## src/hw/rtl/pfau_pkg.sv

```systemverilog
`timescale 1ns / 1ps
// ----------------------------------------------------------------------------
// pfau_pkg: shared types and constants for the prime field arithmetic unit
// Holds the command codes, the controller-to-datapath command struct and the
// status struct that travels back.
// ----------------------------------------------------------------------------
package pfau_pkg;

   localparam int WORD_BITS_DEF = 32;
   localparam logic [31:0] RESET_MODULUS = 32'hFFF0_0001;

   localparam logic [2:0] CMD_ADD = 3'd0;
   localparam logic [2:0] CMD_SUB = 3'd1;
   localparam logic [2:0] CMD_MUL = 3'd2;
   localparam logic [2:0] CMD_POW = 3'd3;
   localparam logic [2:0] CMD_INV = 3'd4;
   localparam logic [2:0] CMD_DIV = 3'd5;

   // datapath operations issued by the controller
   typedef enum logic [3:0] {
      OP_NONE    = 4'd0,
      OP_LOAD    = 4'd1,   // latch operands, start reduction of a
      OP_RED_B   = 4'd2,   // start reduction of b
      OP_ADDSUB  = 4'd3,   // add or subtract reduced operands
      OP_POWINIT = 4'd4,   // acc = 1 mod p, base/exponent set up
      OP_MULACC  = 4'd5,   // start acc * base
      OP_SQR     = 4'd6,   // start base * base
      OP_SHIFT   = 4'd7,   // exponent shift, count step
      OP_DIVSET  = 4'd8,   // base = acc (inverse of b), acc stays
      OP_ZERO    = 4'd9,   // result forced to zero
      OP_MULAB   = 4'd10,  // start a * b
      OP_LAND    = 4'd11   // result = accumulator
   } dp_op_type;

   typedef struct packed {
      dp_op_type op;
      logic      inv_b;     // power setup: invert b instead of a
      logic      exp_p2;    // power setup: exponent is p-2
   } dp_cmd_type;

   typedef struct packed {
      logic busy;          // reduction unit working
      logic exp_bit;       // current exponent bit
      logic last_bit;      // final exponent bit reached
      logic p_small;       // modulus below two
   } dp_status_type;

endpackage

```

## src/hw/rtl/pfau_datapath.sv

```systemverilog
`timescale 1ns / 1ps
// ----------------------------------------------------------------------------
// pfau_datapath: operand registers and a shared bit-serial reduction unit
// Every reduction (operand mod p, product mod p) goes through one restoring
// shift-subtract unit that takes one remainder bit per cycle.
// ----------------------------------------------------------------------------
module pfau_datapath
   import pfau_pkg::*;
#(
   parameter int WORD_BITS = WORD_BITS_DEF
) (
   input  logic                 clock,
   input  logic                 reset,
   input  dp_cmd_type           cmd,
   input  logic [2:0]           command,
   input  logic [WORD_BITS-1:0] modulus,
   input  logic [WORD_BITS-1:0] operand_a,
   input  logic [WORD_BITS-1:0] operand_b,
   output dp_status_type        status,
   output logic [WORD_BITS-1:0] result
);

   localparam int W  = WORD_BITS;
   localparam int DW = 2 * WORD_BITS;
   localparam int CW = $clog2(DW + 1);
   localparam int EW = $clog2(W + 1);

   logic [W-1:0] a_ff, a_in, b_ff, b_in;
   logic [W-1:0] acc_ff, acc_in, base_ff, base_in, exp_ff, exp_in;
   logic [EW-1:0] ecnt_ff, ecnt_in;
   logic [W-1:0] res_ff, res_in;
   // reduction unit: dividend shifted out from top, remainder built up
   logic [DW-1:0] dvd_ff, dvd_in;
   logic [W:0]    rem_ff, rem_in;
   logic [CW-1:0] rcnt_ff, rcnt_in;
   logic [1:0]    dst_ff, dst_in;   // 0 a, 1 b, 2 acc, 3 base
   logic [DW-1:0] prod;
   logic [W-1:0]  mul_x;
   logic [W+1:0]  rshift, rdiff;
   logic [W:0]    sum;
   logic [W-1:0]  rem_w, one_mod;
   logic          done_pulse;
   logic [W-1:0]  fin;

   localparam logic [1:0] DST_A = 2'd0, DST_B = 2'd1, DST_ACC = 2'd2, DST_BASE = 2'd3;

   // product operand select, one shared multiplier feeds the reducer
   always_comb begin
      case (cmd.op)
         OP_MULACC: mul_x = acc_ff;
         OP_SQR:    mul_x = base_ff;
         OP_MULAB:  mul_x = a_ff;
         default:   mul_x = '0;
      endcase
   end
   assign prod = DW'(mul_x) * DW'(base_ff);

   assign rshift  = {rem_ff, dvd_ff[DW-1]};
   assign rdiff   = rshift - {2'b00, modulus};
   assign rem_w   = rem_ff[W-1:0];
   assign sum     = {1'b0, a_ff} + {1'b0, rem_w};
   assign one_mod = (modulus == W'(1)) ? '0 : W'(1);

   // last reduction step: final remainder, landed in acc or base for products
   assign done_pulse = (rcnt_ff == CW'(1));
   assign fin = rdiff[W+1] ? rshift[W-1:0] : rdiff[W-1:0];

   always_comb begin
      a_in = a_ff; b_in = b_ff; acc_in = acc_ff; base_in = base_ff;
      exp_in = exp_ff; ecnt_in = ecnt_ff; res_in = res_ff;
      dvd_in = dvd_ff; rem_in = rem_ff; rcnt_in = rcnt_ff; dst_in = dst_ff;

      // advance reduction one bit
      if (rcnt_ff != '0) begin
         dvd_in  = {dvd_ff[DW-2:0], 1'b0};
         rem_in  = rdiff[W+1] ? rshift[W:0] : rdiff[W:0];
         rcnt_in = rcnt_ff - CW'(1);
      end

      // capture a finished product
      if (done_pulse && dst_ff == DST_ACC)  acc_in  = fin;
      if (done_pulse && dst_ff == DST_BASE) base_in = fin;

      case (cmd.op)
         OP_LOAD: begin
            b_in    = operand_b;
            exp_in  = operand_b;
            dvd_in  = {operand_a, {W{1'b0}}};
            rem_in  = '0;
            rcnt_in = CW'(W);
            dst_in  = DST_A;
         end
         OP_RED_B: begin
            a_in    = rem_w;
            dvd_in  = {b_ff, {W{1'b0}}};
            rem_in  = '0;
            rcnt_in = CW'(W);
            dst_in  = DST_B;
         end
         OP_ADDSUB: begin
            b_in = rem_w;
            if (command == CMD_ADD) begin
               res_in = (sum >= {1'b0, modulus}) ? W'(sum - {1'b0, modulus}) : sum[W-1:0];
            end else begin
               res_in = (a_ff >= rem_w) ? a_ff - rem_w : a_ff + (modulus - rem_w);
            end
         end
         OP_POWINIT: begin
            if (dst_ff == DST_B) b_in = rem_w;
            acc_in  = one_mod;
            base_in = cmd.inv_b ? rem_w : a_ff;
            if (cmd.exp_p2) exp_in = modulus - W'(2);
            ecnt_in = '0;
         end
         OP_MULACC, OP_SQR, OP_MULAB: begin
            dvd_in  = prod;
            rem_in  = '0;
            rcnt_in = CW'(DW);
            dst_in  = (cmd.op == OP_SQR) ? DST_BASE : DST_ACC;
         end
         OP_SHIFT: begin
            exp_in  = exp_ff >> 1;
            ecnt_in = ecnt_ff + EW'(1);
         end
         OP_DIVSET: begin
            base_in = acc_ff;
         end
         OP_ZERO: res_in = '0;
         OP_LAND: res_in = acc_ff;
         default: ;
      endcase
   end

   always_ff @(posedge clock) begin
      a_ff <= a_in; b_ff <= b_in; exp_ff <= exp_in; res_ff <= res_in;
      dvd_ff <= dvd_in; rem_ff <= rem_in; dst_ff <= dst_in;
      acc_ff <= acc_in; base_ff <= base_in;
      if (reset) begin
         rcnt_ff <= '0;
         ecnt_ff <= '0;
      end else begin
         rcnt_ff <= rcnt_in;
         ecnt_ff <= ecnt_in;
      end
   end

   assign status.busy     = (rcnt_ff != '0);
   assign status.exp_bit  = exp_ff[0];
   assign status.last_bit = (ecnt_ff == EW'(W - 1));
   assign status.p_small  = (modulus < W'(2));
   assign result          = res_ff;

endmodule

```

## src/hw/rtl/pfau_ctrl.sv

```systemverilog
`timescale 1ns / 1ps
// ----------------------------------------------------------------------------
// pfau_ctrl: sequencer for the prime field arithmetic unit
// Steps the datapath through reduction, then add/sub, one product or
// square-and-multiply, and holds the result until the output side takes it.
// ----------------------------------------------------------------------------
module pfau_ctrl
   import pfau_pkg::*;
(
   input  logic          clock,
   input  logic          reset,
   input  logic          req_valid,
   output logic          req_stall,
   input  logic [2:0]    command,
   output logic [2:0]    cmd_hold,
   output logic          rsp_valid,
   input  logic          rsp_stall,
   output dp_cmd_type    cmd,
   input  dp_status_type status
);

   typedef enum logic [11:0] {
      S_IDLE  = 12'b000000000001,
      S_REDA  = 12'b000000000010,
      S_REDB  = 12'b000000000100,
      S_SEL   = 12'b000000001000,
      S_MUL   = 12'b000000010000,
      S_WMUL  = 12'b000000100000,
      S_SQR   = 12'b000001000000,
      S_WSQR  = 12'b000010000000,
      S_NEXT  = 12'b000100000000,
      S_DIV   = 12'b001000000000,
      S_WDIV  = 12'b010000000000,
      S_DONE  = 12'b100000000000
   } state_type;

   state_type st_ff, st_in;
   logic [2:0] c_ff, c_in;

   assign cmd_hold  = c_ff;
   assign req_stall = (st_ff != S_IDLE);
   assign rsp_valid = (st_ff == S_DONE);

   always_comb begin
      st_in = st_ff; c_in = c_ff;
      cmd = '{op: OP_NONE, inv_b: 1'b0, exp_p2: 1'b0};
      case (st_ff)
         S_IDLE: if (req_valid) begin
            c_in = command;
            cmd.op = OP_LOAD; st_in = S_REDA;
         end
         S_REDA: if (!status.busy) begin
            cmd.op = OP_RED_B; st_in = S_REDB;
         end
         S_REDB: if (!status.busy) begin
            if (status.p_small || c_ff > CMD_DIV) begin
               cmd.op = OP_ZERO; st_in = S_DONE;
            end else if (c_ff == CMD_ADD || c_ff == CMD_SUB) begin
               cmd.op = OP_ADDSUB; st_in = S_DONE;
            end else if (c_ff == CMD_MUL) begin
               cmd.op = OP_POWINIT; cmd.inv_b = 1'b1; st_in = S_DIV;
            end else begin
               cmd.op = OP_POWINIT;
               cmd.inv_b  = (c_ff == CMD_DIV);
               cmd.exp_p2 = (c_ff != CMD_POW);
               st_in = S_SEL;
            end
         end
         S_SEL: st_in = status.exp_bit ? S_MUL : S_SQR;
         S_MUL: begin cmd.op = OP_MULACC; st_in = S_WMUL; end
         S_WMUL: if (!status.busy) st_in = S_SQR;
         S_SQR: begin cmd.op = OP_SQR; st_in = S_WSQR; end
         S_WSQR: if (!status.busy) st_in = S_NEXT;
         S_NEXT: begin
            if (status.last_bit) begin
               if (c_ff == CMD_DIV) begin
                  cmd.op = OP_DIVSET; st_in = S_DIV;
               end else begin
                  // copy accumulator into result on entry to done
                  cmd.op = OP_LAND; st_in = S_DONE;
               end
            end else begin
               cmd.op = OP_SHIFT; st_in = S_SEL;
            end
         end
         S_DIV: begin cmd.op = OP_MULAB; st_in = S_WDIV; end
         S_WDIV: if (!status.busy) begin cmd.op = OP_LAND; st_in = S_DONE; end
         S_DONE: if (!rsp_stall) st_in = S_IDLE;
         default: st_in = S_IDLE;
      endcase
   end

   always_ff @(posedge clock) begin
      c_ff <= c_in;
      if (reset) begin
         st_ff <= S_IDLE;
      end else begin
         st_ff <= st_in;
      end
   end

endmodule

```

## src/hw/rtl/prime_field_arith_unit.sv

```systemverilog
`timescale 1ns / 1ps
// ----------------------------------------------------------------------------
// prime_field_arith_unit: modular arithmetic over GF(p), p programmable
//
//   channel  direction  handshake               payload
//   req      in         req_valid / req_stall   command, operand_a, operand_b
//   rsp      out        rsp_valid / rsp_stall   result
//   csr      in         APB write/read          modulus at address 0
//
// One item at a time. Each operand reduction and each modular product runs
// in a one-bit-per-cycle remainder unit. Add/sub reduce both operands, then
// add or subtract; multiply forms one product of the reduced operands.
// Power and inverse run square-and-multiply over the exponent bits, with a
// product for a set bit and a square for every bit; divide adds one product.
// The next item is accepted only once the result has left.
// Reset is synchronous and returns the modulus to 0xFFF00001.
// req_stall is high while an item is in flight; result holds under rsp_stall.
// ----------------------------------------------------------------------------
module prime_field_arith_unit
   import pfau_pkg::*;
#(
   parameter int WORD_BITS = WORD_BITS_DEF
) (
   input  logic        clock,
   input  logic        reset,
   input  logic        req_valid,
   output logic        req_stall,
   input  logic [2:0]  req_command,
   input  logic [31:0] req_operand_a,
   input  logic [31:0] req_operand_b,
   output logic        rsp_valid,
   input  logic        rsp_stall,
   output logic [31:0] rsp_result,
   input  logic        csr_psel,
   input  logic        csr_penable,
   input  logic        csr_pwrite,
   input  logic [1:0]  csr_paddr,
   input  logic [31:0] csr_pwdata,
   output logic [31:0] csr_prdata,
   output logic        csr_pready
);

   logic [WORD_BITS-1:0] mod_ff, res;
   dp_cmd_type    cmd;
   dp_status_type status;
   logic [2:0]    cmd_hold;

   // modulus register
   always_ff @(posedge clock) begin
      if (reset) mod_ff <= RESET_MODULUS[WORD_BITS-1:0];
      else if (csr_psel && csr_penable && csr_pwrite && csr_paddr == 2'd0)
         mod_ff <= csr_pwdata[WORD_BITS-1:0];
   end
   assign csr_pready = 1'b1;
   assign csr_prdata = (csr_paddr == 2'd0) ? 32'(mod_ff) : 32'd0;

   pfau_ctrl u_ctrl (
      .clock, .reset, .req_valid, .req_stall, .command(req_command),
      .cmd_hold, .rsp_valid, .rsp_stall, .cmd, .status
   );

   pfau_datapath #(.WORD_BITS(WORD_BITS)) u_dp (
      .clock, .reset, .cmd, .command(cmd_hold), .modulus(mod_ff),
      .operand_a(req_operand_a[WORD_BITS-1:0]),
      .operand_b(req_operand_b[WORD_BITS-1:0]),
      .status, .result(res)
   );

   assign rsp_result = 32'(res);

endmodule
```

## config.mk

```make
export PLATFORM = sky130hd
export DESIGN_NAME = prime_field_arith_unit
export DESIGN_NICKNAME = d
export VERILOG_FILES = /design/src/hw/rtl/pfau_pkg.sv /design/src/hw/rtl/pfau_datapath.sv /design/src/hw/rtl/pfau_ctrl.sv /design/src/hw/rtl/prime_field_arith_unit.sv
export SDC_FILE = /design/constraint.sdc
export NUM_CORES = 2
export LEC_CHECK = 0
export BUFFER_PORTS_ARGS = -buffer_cell sky130_fd_sc_hd__buf_2
export CORE_AREA = 2 2 415 417
export DETAILED_ROUTE_END_ITERATION = 7
export DIE_AREA = 0 0 417 419
export GPL_ROUTABILITY_DRIVEN = 0
export SYNTH_ARGS = -nofsm -noshare
export SYNTH_HDL_FRONTEND = slang
export SYNTH_SLANG_ARGS = --single-unit
```

## constraint.sdc

```tcl
create_clock -name clock -period 12.5 [get_ports clock]
set_clock_uncertainty 0.2 [all_clocks]
set_input_delay 1.875 -clock clock [delete_from_list [all_inputs] [get_ports clock]]
set_output_delay 1.875 -clock clock [all_outputs]
set_load 0.05 [all_outputs]
```

# Word-level counts from Yosys, hierarchy flattened
# Index checks and enable logic that the tools add are counted.
[word_totals] reg_bits=351 in_bits=108 output_inout_bits=67 elab_cells=150
[classes] add_sub_neg=9 multipliers=1 order_cmp=4 n_eq_ne=43 n_mux=53 n_reduce_logical=26
[ops] op="$pmux W32 S3" count=4
[ops] op="$mux W32" count=11
[ops] op="$pmux W64 S3" count=1
[ops] op="$pmux W12 S12" count=1
[ops] op="$mux W12" count=11
[ops] op="$sub A32 B32 Y32" count=3
[ops] op="$mul A32 B32 Y64" count=1
[ops] op="$mux W64" count=1
[ops] op="$pmux W32 S2" count=1
[ops] op="$sub A34 B32 Y34" count=1
[ops] op="$add A32 B32 Y33" count=1
[ops] op="$ge A33 B32 Y1" count=1
[ops] op="$mux W33" count=1
[ops] op="$add A32 B32 Y32" count=1
[ops] op="$eq A32 B1 Y1 const B" count=1
[ops] op="$ge A32 B32 Y1" count=1
[ops] op="$lt A32 B2 Y1 const B" count=1
[ops] op="$pmux W4 S8" count=1
[ops] op="$sub A32 B2 Y32 const B" count=1
[ops] op="$reduce_bool A3 Y1" count=6
[ops] op="$eq A4 B3 Y1 const B" count=4
[ops] op="$eq A4 B4 Y1 const B" count=4
[ops] op="$mux W4" count=4
[ops] op="$ne A2 B2 Y1 const B" count=8
[ops] op="47 further kinds" count=66

# Depth between registers and ports, before layout
[depth] depth_word=10 depth_mapped=37

# Modules after synthesis
# From an unflattened synthesis, not the netlist that was laid out.
[hier_totals] hier_cells=6608 area_unflattened_um2=59940.0
[modules_own_cells] module="pfau_datapath" n_inst=1 cells_per_inst=6311 area_per_inst_um2=57266.2
[modules_own_cells] module="prime_field_arith_unit" n_inst=1 cells_per_inst=178 area_per_inst_um2=1646.6
[modules_own_cells] module="pfau_ctrl" n_inst=1 cells_per_inst=119 area_per_inst_um2=1027.2

# Least setup slack after synthesis
# Ideal clock, no wire load.
[synth_timing] path_type="reg2reg" startpoint="register u_ctrl.st_ff[2]" endpoint="register u_dp.dvd_ff[62], data pin" setup_ps=135 arrival_ps=9048 setup_slack_ps=3117 stages_incl_launch_ff=31 n_path_buf=4 path_cell_list="dfxtp_1 > buf_2 > or4_1 > nor3_4 > nand3_1 > nor3b_2 > clkbuf_1 > a22oi_1 > nand2_1 > clkbuf_1 > nand2_1 > fa_1 > fa_1 > fa_1 > fa_1 > inv_1 > fa_1 > fa_1 > fa_1 > fa_1 > ha_1 > clkbuf_1 > a21oi_1 > o21ai_0 > a2111o_1 > o31ai_1 > a2111oi_0 > nor2_1 > a31oi_1 > or4b_2 > nand3_1"
[synth_via] elab_chain_cells=6 word_cells_on_any_way=18
[synth_rtl] item="start: declaration" line_no="pfau_ctrl.sv:37" text="state_type st_ff, st_in;"
[synth_rtl] item="start signal: assignment" line_no="pfau_ctrl.sv:98" text="st_ff <= st_in;"
[synth_rtl] item="$eq A12 B11 Y1, or another cell as far along" line_no="pfau_ctrl.sv:47" text="case (st_ff)"
[synth_rtl] item="$pmux W4 S8 (*)" line_no="pfau_ctrl.sv:47"
[synth_rtl] item="$eq A4 B4 Y1 or $eq A4 B3 Y1 (tied branches)" line_no="pfau_datapath.sv:49, pfau_datapath.sv:84"
[synth_rtl] item="$pmux W32 S3" line_no="pfau_datapath.sv:49" text="case (cmd.op)"
[synth_rtl] item="$mul A32 B32 Y64" line_no="pfau_datapath.sv:56" text="assign prod = DW'(mul_x) * DW'(base_ff);"
[synth_rtl] item="$pmux W64 S3 (*)" line_no="pfau_datapath.sv:84" text="case (cmd.op)"
[synth_rtl] item="via u_dp.dvd_in[62]" line_no="pfau_datapath.sv:33" text="logic [DW-1:0] dvd_ff, dvd_in;"
[synth_rtl] item="end signal: assignment" line_no="pfau_datapath.sv:136" text="dvd_ff <= dvd_in; rem_ff <= rem_in; dst_ff <= dst_in;"
[synth_rtl] item="end: declaration" line_no="pfau_datapath.sv:33"
# Mark *: on every way through the listed nets, which the timed path passes. The rest lies on a longest branch.
# A chain may end at the register's enable or synchronous reset.

# Final worst setup path
[layout_timing] startpoint="register u_ctrl.st_ff[1]" endpoint="register u_dp.dvd_ff[62], data pin"
# Same word-level chain as after synthesis.

==> results.md <==
- Routed wire length: 212 mm
- Overflow after GRT: 0
- Num rows: approximately 150
- Hold Crit Start: u_dp.rcnt_ff[6]
- Synthesized cell area: slightly below 60000 um2
- CP Data Required Time: about 13 ns
- Post-synth top area share: 31.4%
- Post-CTS setup buffers: 0
- Synth Instances: approximately 6700
- Die area: about 170000 um2
- Hold-critical path depth: 2
- Gate power share: between 50% and 60%
- DRT Pass-1 Iters: 6
- Area contributors post-synth: fa_1 (31%), edfxtp_1 (13%), ha_1 (9.0%), inv_1 (6.8%), and2_1 (6.4%)
- Initial Util: a little over a third
- Die Y: roughly 420 um
- Via/cell ratio: roughly 5.5
- Hold Fails Final Rpt: 0
- Crit path launch type: register
- Post-Syn Nets: 8170
- Final setup viols: 0
- Synthesized area per cell: 8.84 um2
- Crit path kind: register to register
- Post-DRT Antenna Nets: 0
- Top_reg_cell synth: edfxtp_1
- RR Endpoint: u_dp.dvd_ff[62]
- Post-route cell area: about 64000 um2
- Fmax: just under 90 MHz
- Clock latency on the worst-skew pair: 0.65 ns
- Max_slew headroom: a little over an eighth
- Final Cycle Share: around nine tenths
- Antenna violations before repair: 8
- Yosys warning count: 0
- Clock root buffer: clkbuf_16
- Routed via count: roughly 49000
- RSZ-0062 raised after global routing: no
- Area leader, netlist: fa_1
- H-tree depth: 2
- DP Wirelength: 165 mm
- Tot GR Track Use: 24.1%
- Wire length of the first global-routing pass: ~320 mm
- Layout cells sized above 1: 7.14%
- Final Util: a little under two fifths
- Cell Pwr Density: between 100 and 150 nW/um2
- Status: completed
- Max Cap Violations: 0
- Sink Count: 351
- R2r setup slk: between 1 and 1.5 ns
- DRC viols: 0
- Drt wl/cell: 23.6 um
- CORE AREA: 171000 um2
- Leak Pwr: 0.0301 uW
- Hold Path End: u_dp.rcnt_ff[6]
- Most frequent CP cell: fa_1
- VDD IR-drop max: between 0.1 and 0.15 mV
- Layout Nets: 8166
- Final Max Slew Viols: 0
- Post-cts gate resize count: 0
- Max Root-Sink Buffers: 3
- I/O pins: between 150 and 200
- Tightest Pin Transition: about 1.3 ns
- Yosys cell types: between 90 and 100
- Sequential share of power: between 20% and 30%
- Die X: about 420 um
- Synth Register Bits: 351
- Sequential area share after synthesis: between 15 and 20%
- WP data arrival: 11.54 ns
- CTS Hold Bufs: 0
- Sw Pwr: 3710 uW
- Post-synthesis async set-or-reset flop share: 0%
- Vias in the first global route: about 51000
- P_int: about 4000 uW
- Hold Path Class: register to register
- Worst path max stage delay: ~0.94 ns
- Crit-path max FO: 20
- Port buffer count: 173
- Switch share: roughly 48%
- P&R area growth vs syn: 8.21%
- First-iteration detailed-routing DRC count: 4753
- R2r worst-path depth: 29
- Post-synth EDFFs: roughly 260
- Clock Power Share: roughly 17%
- Crit. End Element: register
- CP max stage cell: nand2_1
- Largest net degree at the start of global routing: between 70 and 80
- Setup TNS: 0 ns
- Clock slew at reported path FFs: about 0.06 ns
- CTS tree: yes
- Clock buffer count from CTS: 45
- Critical R2R Launch: u_ctrl.st_ff[1]
- Tmin final: roughly 11 ns
- Area after DPL: around 63000 um2
==> worst max path at each step <==
stage | startpoint | endpoint | cells after the start
after floorplan | u_ctrl.st_ff[2] | u_dp.dvd_ff[62] | 30
after global placement | u_ctrl.st_ff[1] | u_dp.dvd_ff[60] | 30
after detailed placement | u_ctrl.st_ff[1] | u_dp.dvd_ff[62] | 29
after CTS | u_ctrl.st_ff[1] | u_dp.dvd_ff[62] | 29
after global routing | u_ctrl.st_ff[1] | u_dp.dvd_ff[60] | 30
final | u_ctrl.st_ff[1] | u_dp.dvd_ff[62] | 29
==> metrics by stage <==
step | worst slack (ns) | cells | power (uW) | hold WS (ns)
after global placement | 1.57 | 8887 | 6300 | 0.258
after CTS | 1.35 | 8970 | 7710 | 0.270
final | 1.23 | 8973 | 7770 | 0.271
after floorplan | 3.12 | 6705 | 5000 | 0.248
after detailed placement | 1.41 | 8887 | 6360 | 0.261
after global routing | 0.745 | 8970 | 8220 | 0.296
==> cell type report <==
type                            count  area (um2)
Antenna cell                        3        7.51
Clock inverter                     20         153
Sequential cell                   351        9640
Clock buffer                       63        1320
Fill cell                       17192      106000
Inverter                         1079        4050
Timing Repair Buffer              313        1920
Tap cell                         2233        2790
Multi-Input combinational cell   4911       44300
==> power groups by stage <==
stage          combinational (uW)  clock, uW  sequential (uW)
6_report                     4590       1320             1860
5_1_grt                      4970       1380             1880
4_1_cts                      4520       1340             1850
3_5_place_dp                 4490          0             1870
3_3_place_gp                 4430          0             1870
2_1_floorplan                3170          0             1830
==> synthesized netlist by cell type, types with 20 or more instances <==
cell	count
inv_1	1077
fa_1	931
nand2_1	777
and2_1	604
ha_1	426
a21oi_1	421
nor2_1	337
clkbuf_1	332
o21ai_0	268
edfxtp_1	261
xnor2_1	150
nor3_1	101
dfxtp_1	90
xor2_1	77
a21o_1	76
nand3_1	58
a22oi_1	55
o211ai_1	52
a22o_1	35
nand4_1	35
mux2_2	33
mux2i_1	31
nor2b_1	31
o21a_1	30
nand2b_1	29
o21bai_1	29
a31oi_1	25
nor4_1	24
o31ai_1	24
buf_2	20
==> registers in the layout, indices dropped and copies added (netlist names) <==
register	count
u_dp.exp_ff	32
u_dp.b_ff	32
u_dp.rem_ff	33
u_dp.a_ff	32
u_dp.result	32
u_ctrl.st_ff	12
u_dp.dvd_ff	64
u_ctrl.cmd_hold	3
mod_ff	32
u_dp.acc_ff	32
u_dp.dst_ff	2
u_dp.base_ff	32
u_dp.ecnt_ff	6
u_dp.rcnt_ff	7
==> layer usage <==
metal	vias to the layer above	wire length, um	track usage, %
li1	21485	-	-
met1	24642	81000	29.5
met2	2343	99500	40.4
met3	565	17100	3.92
met4	6	14100	13.6
met5	-	39	0
==> cells by family after synthesis <==
logic type	Yosys count	share of synthesized area (%)
simple gates	2101	17.4
buf+inv	1443	9.22
fa+ha+maj	1357	40.4
compound gates	1161	12.2
flops	351	16.3
xor+xnor	227	3.35
mux	64	1.15
other cells	1	0.00632
==> placed cells by master, fill, tap and decap left out, types with 17 or more instances in the layout <==
cell / instances
nor4_1: 24
xnor2_1: 150
a21oi_1: 421
a22oi_1: 55
a211o_1: 17
a22o_1: 35
a31oi_1: 24
nand4_1: 35
clkbuf_16: 46
nand2_1: 773
o21ai_0: 266
mux2_2: 33
nand2b_1: 29
nand3_1: 58
edfxtp_1: 261
xor2_1: 77
buf_2: 173
o21a_1: 30
and2_1: 603
and3_1: 17
o31ai_1: 24
buf_4: 140
nor2_1: 334
a211oi_1: 18
a21o_1: 76
fa_1: 931
ha_1: 426
mux2i_1: 31
dfxtp_1: 90
nor3_1: 99
inv_1: 1077
o211ai_1: 52
o21bai_1: 29
nor2b_1: 30
==> worst max-delay path, delay by kind of cell (launching register included) <==
family,cells,cell delay [ns]
AOI/OAI and AO/OA,7,1.66
DFF,1,0.38
and+or+nand+nor,9,3.62
adders and majority gates,9,4.28
buffers and inverters,4,0.92
No activity file was read; power rests on OpenSTA's default activity.
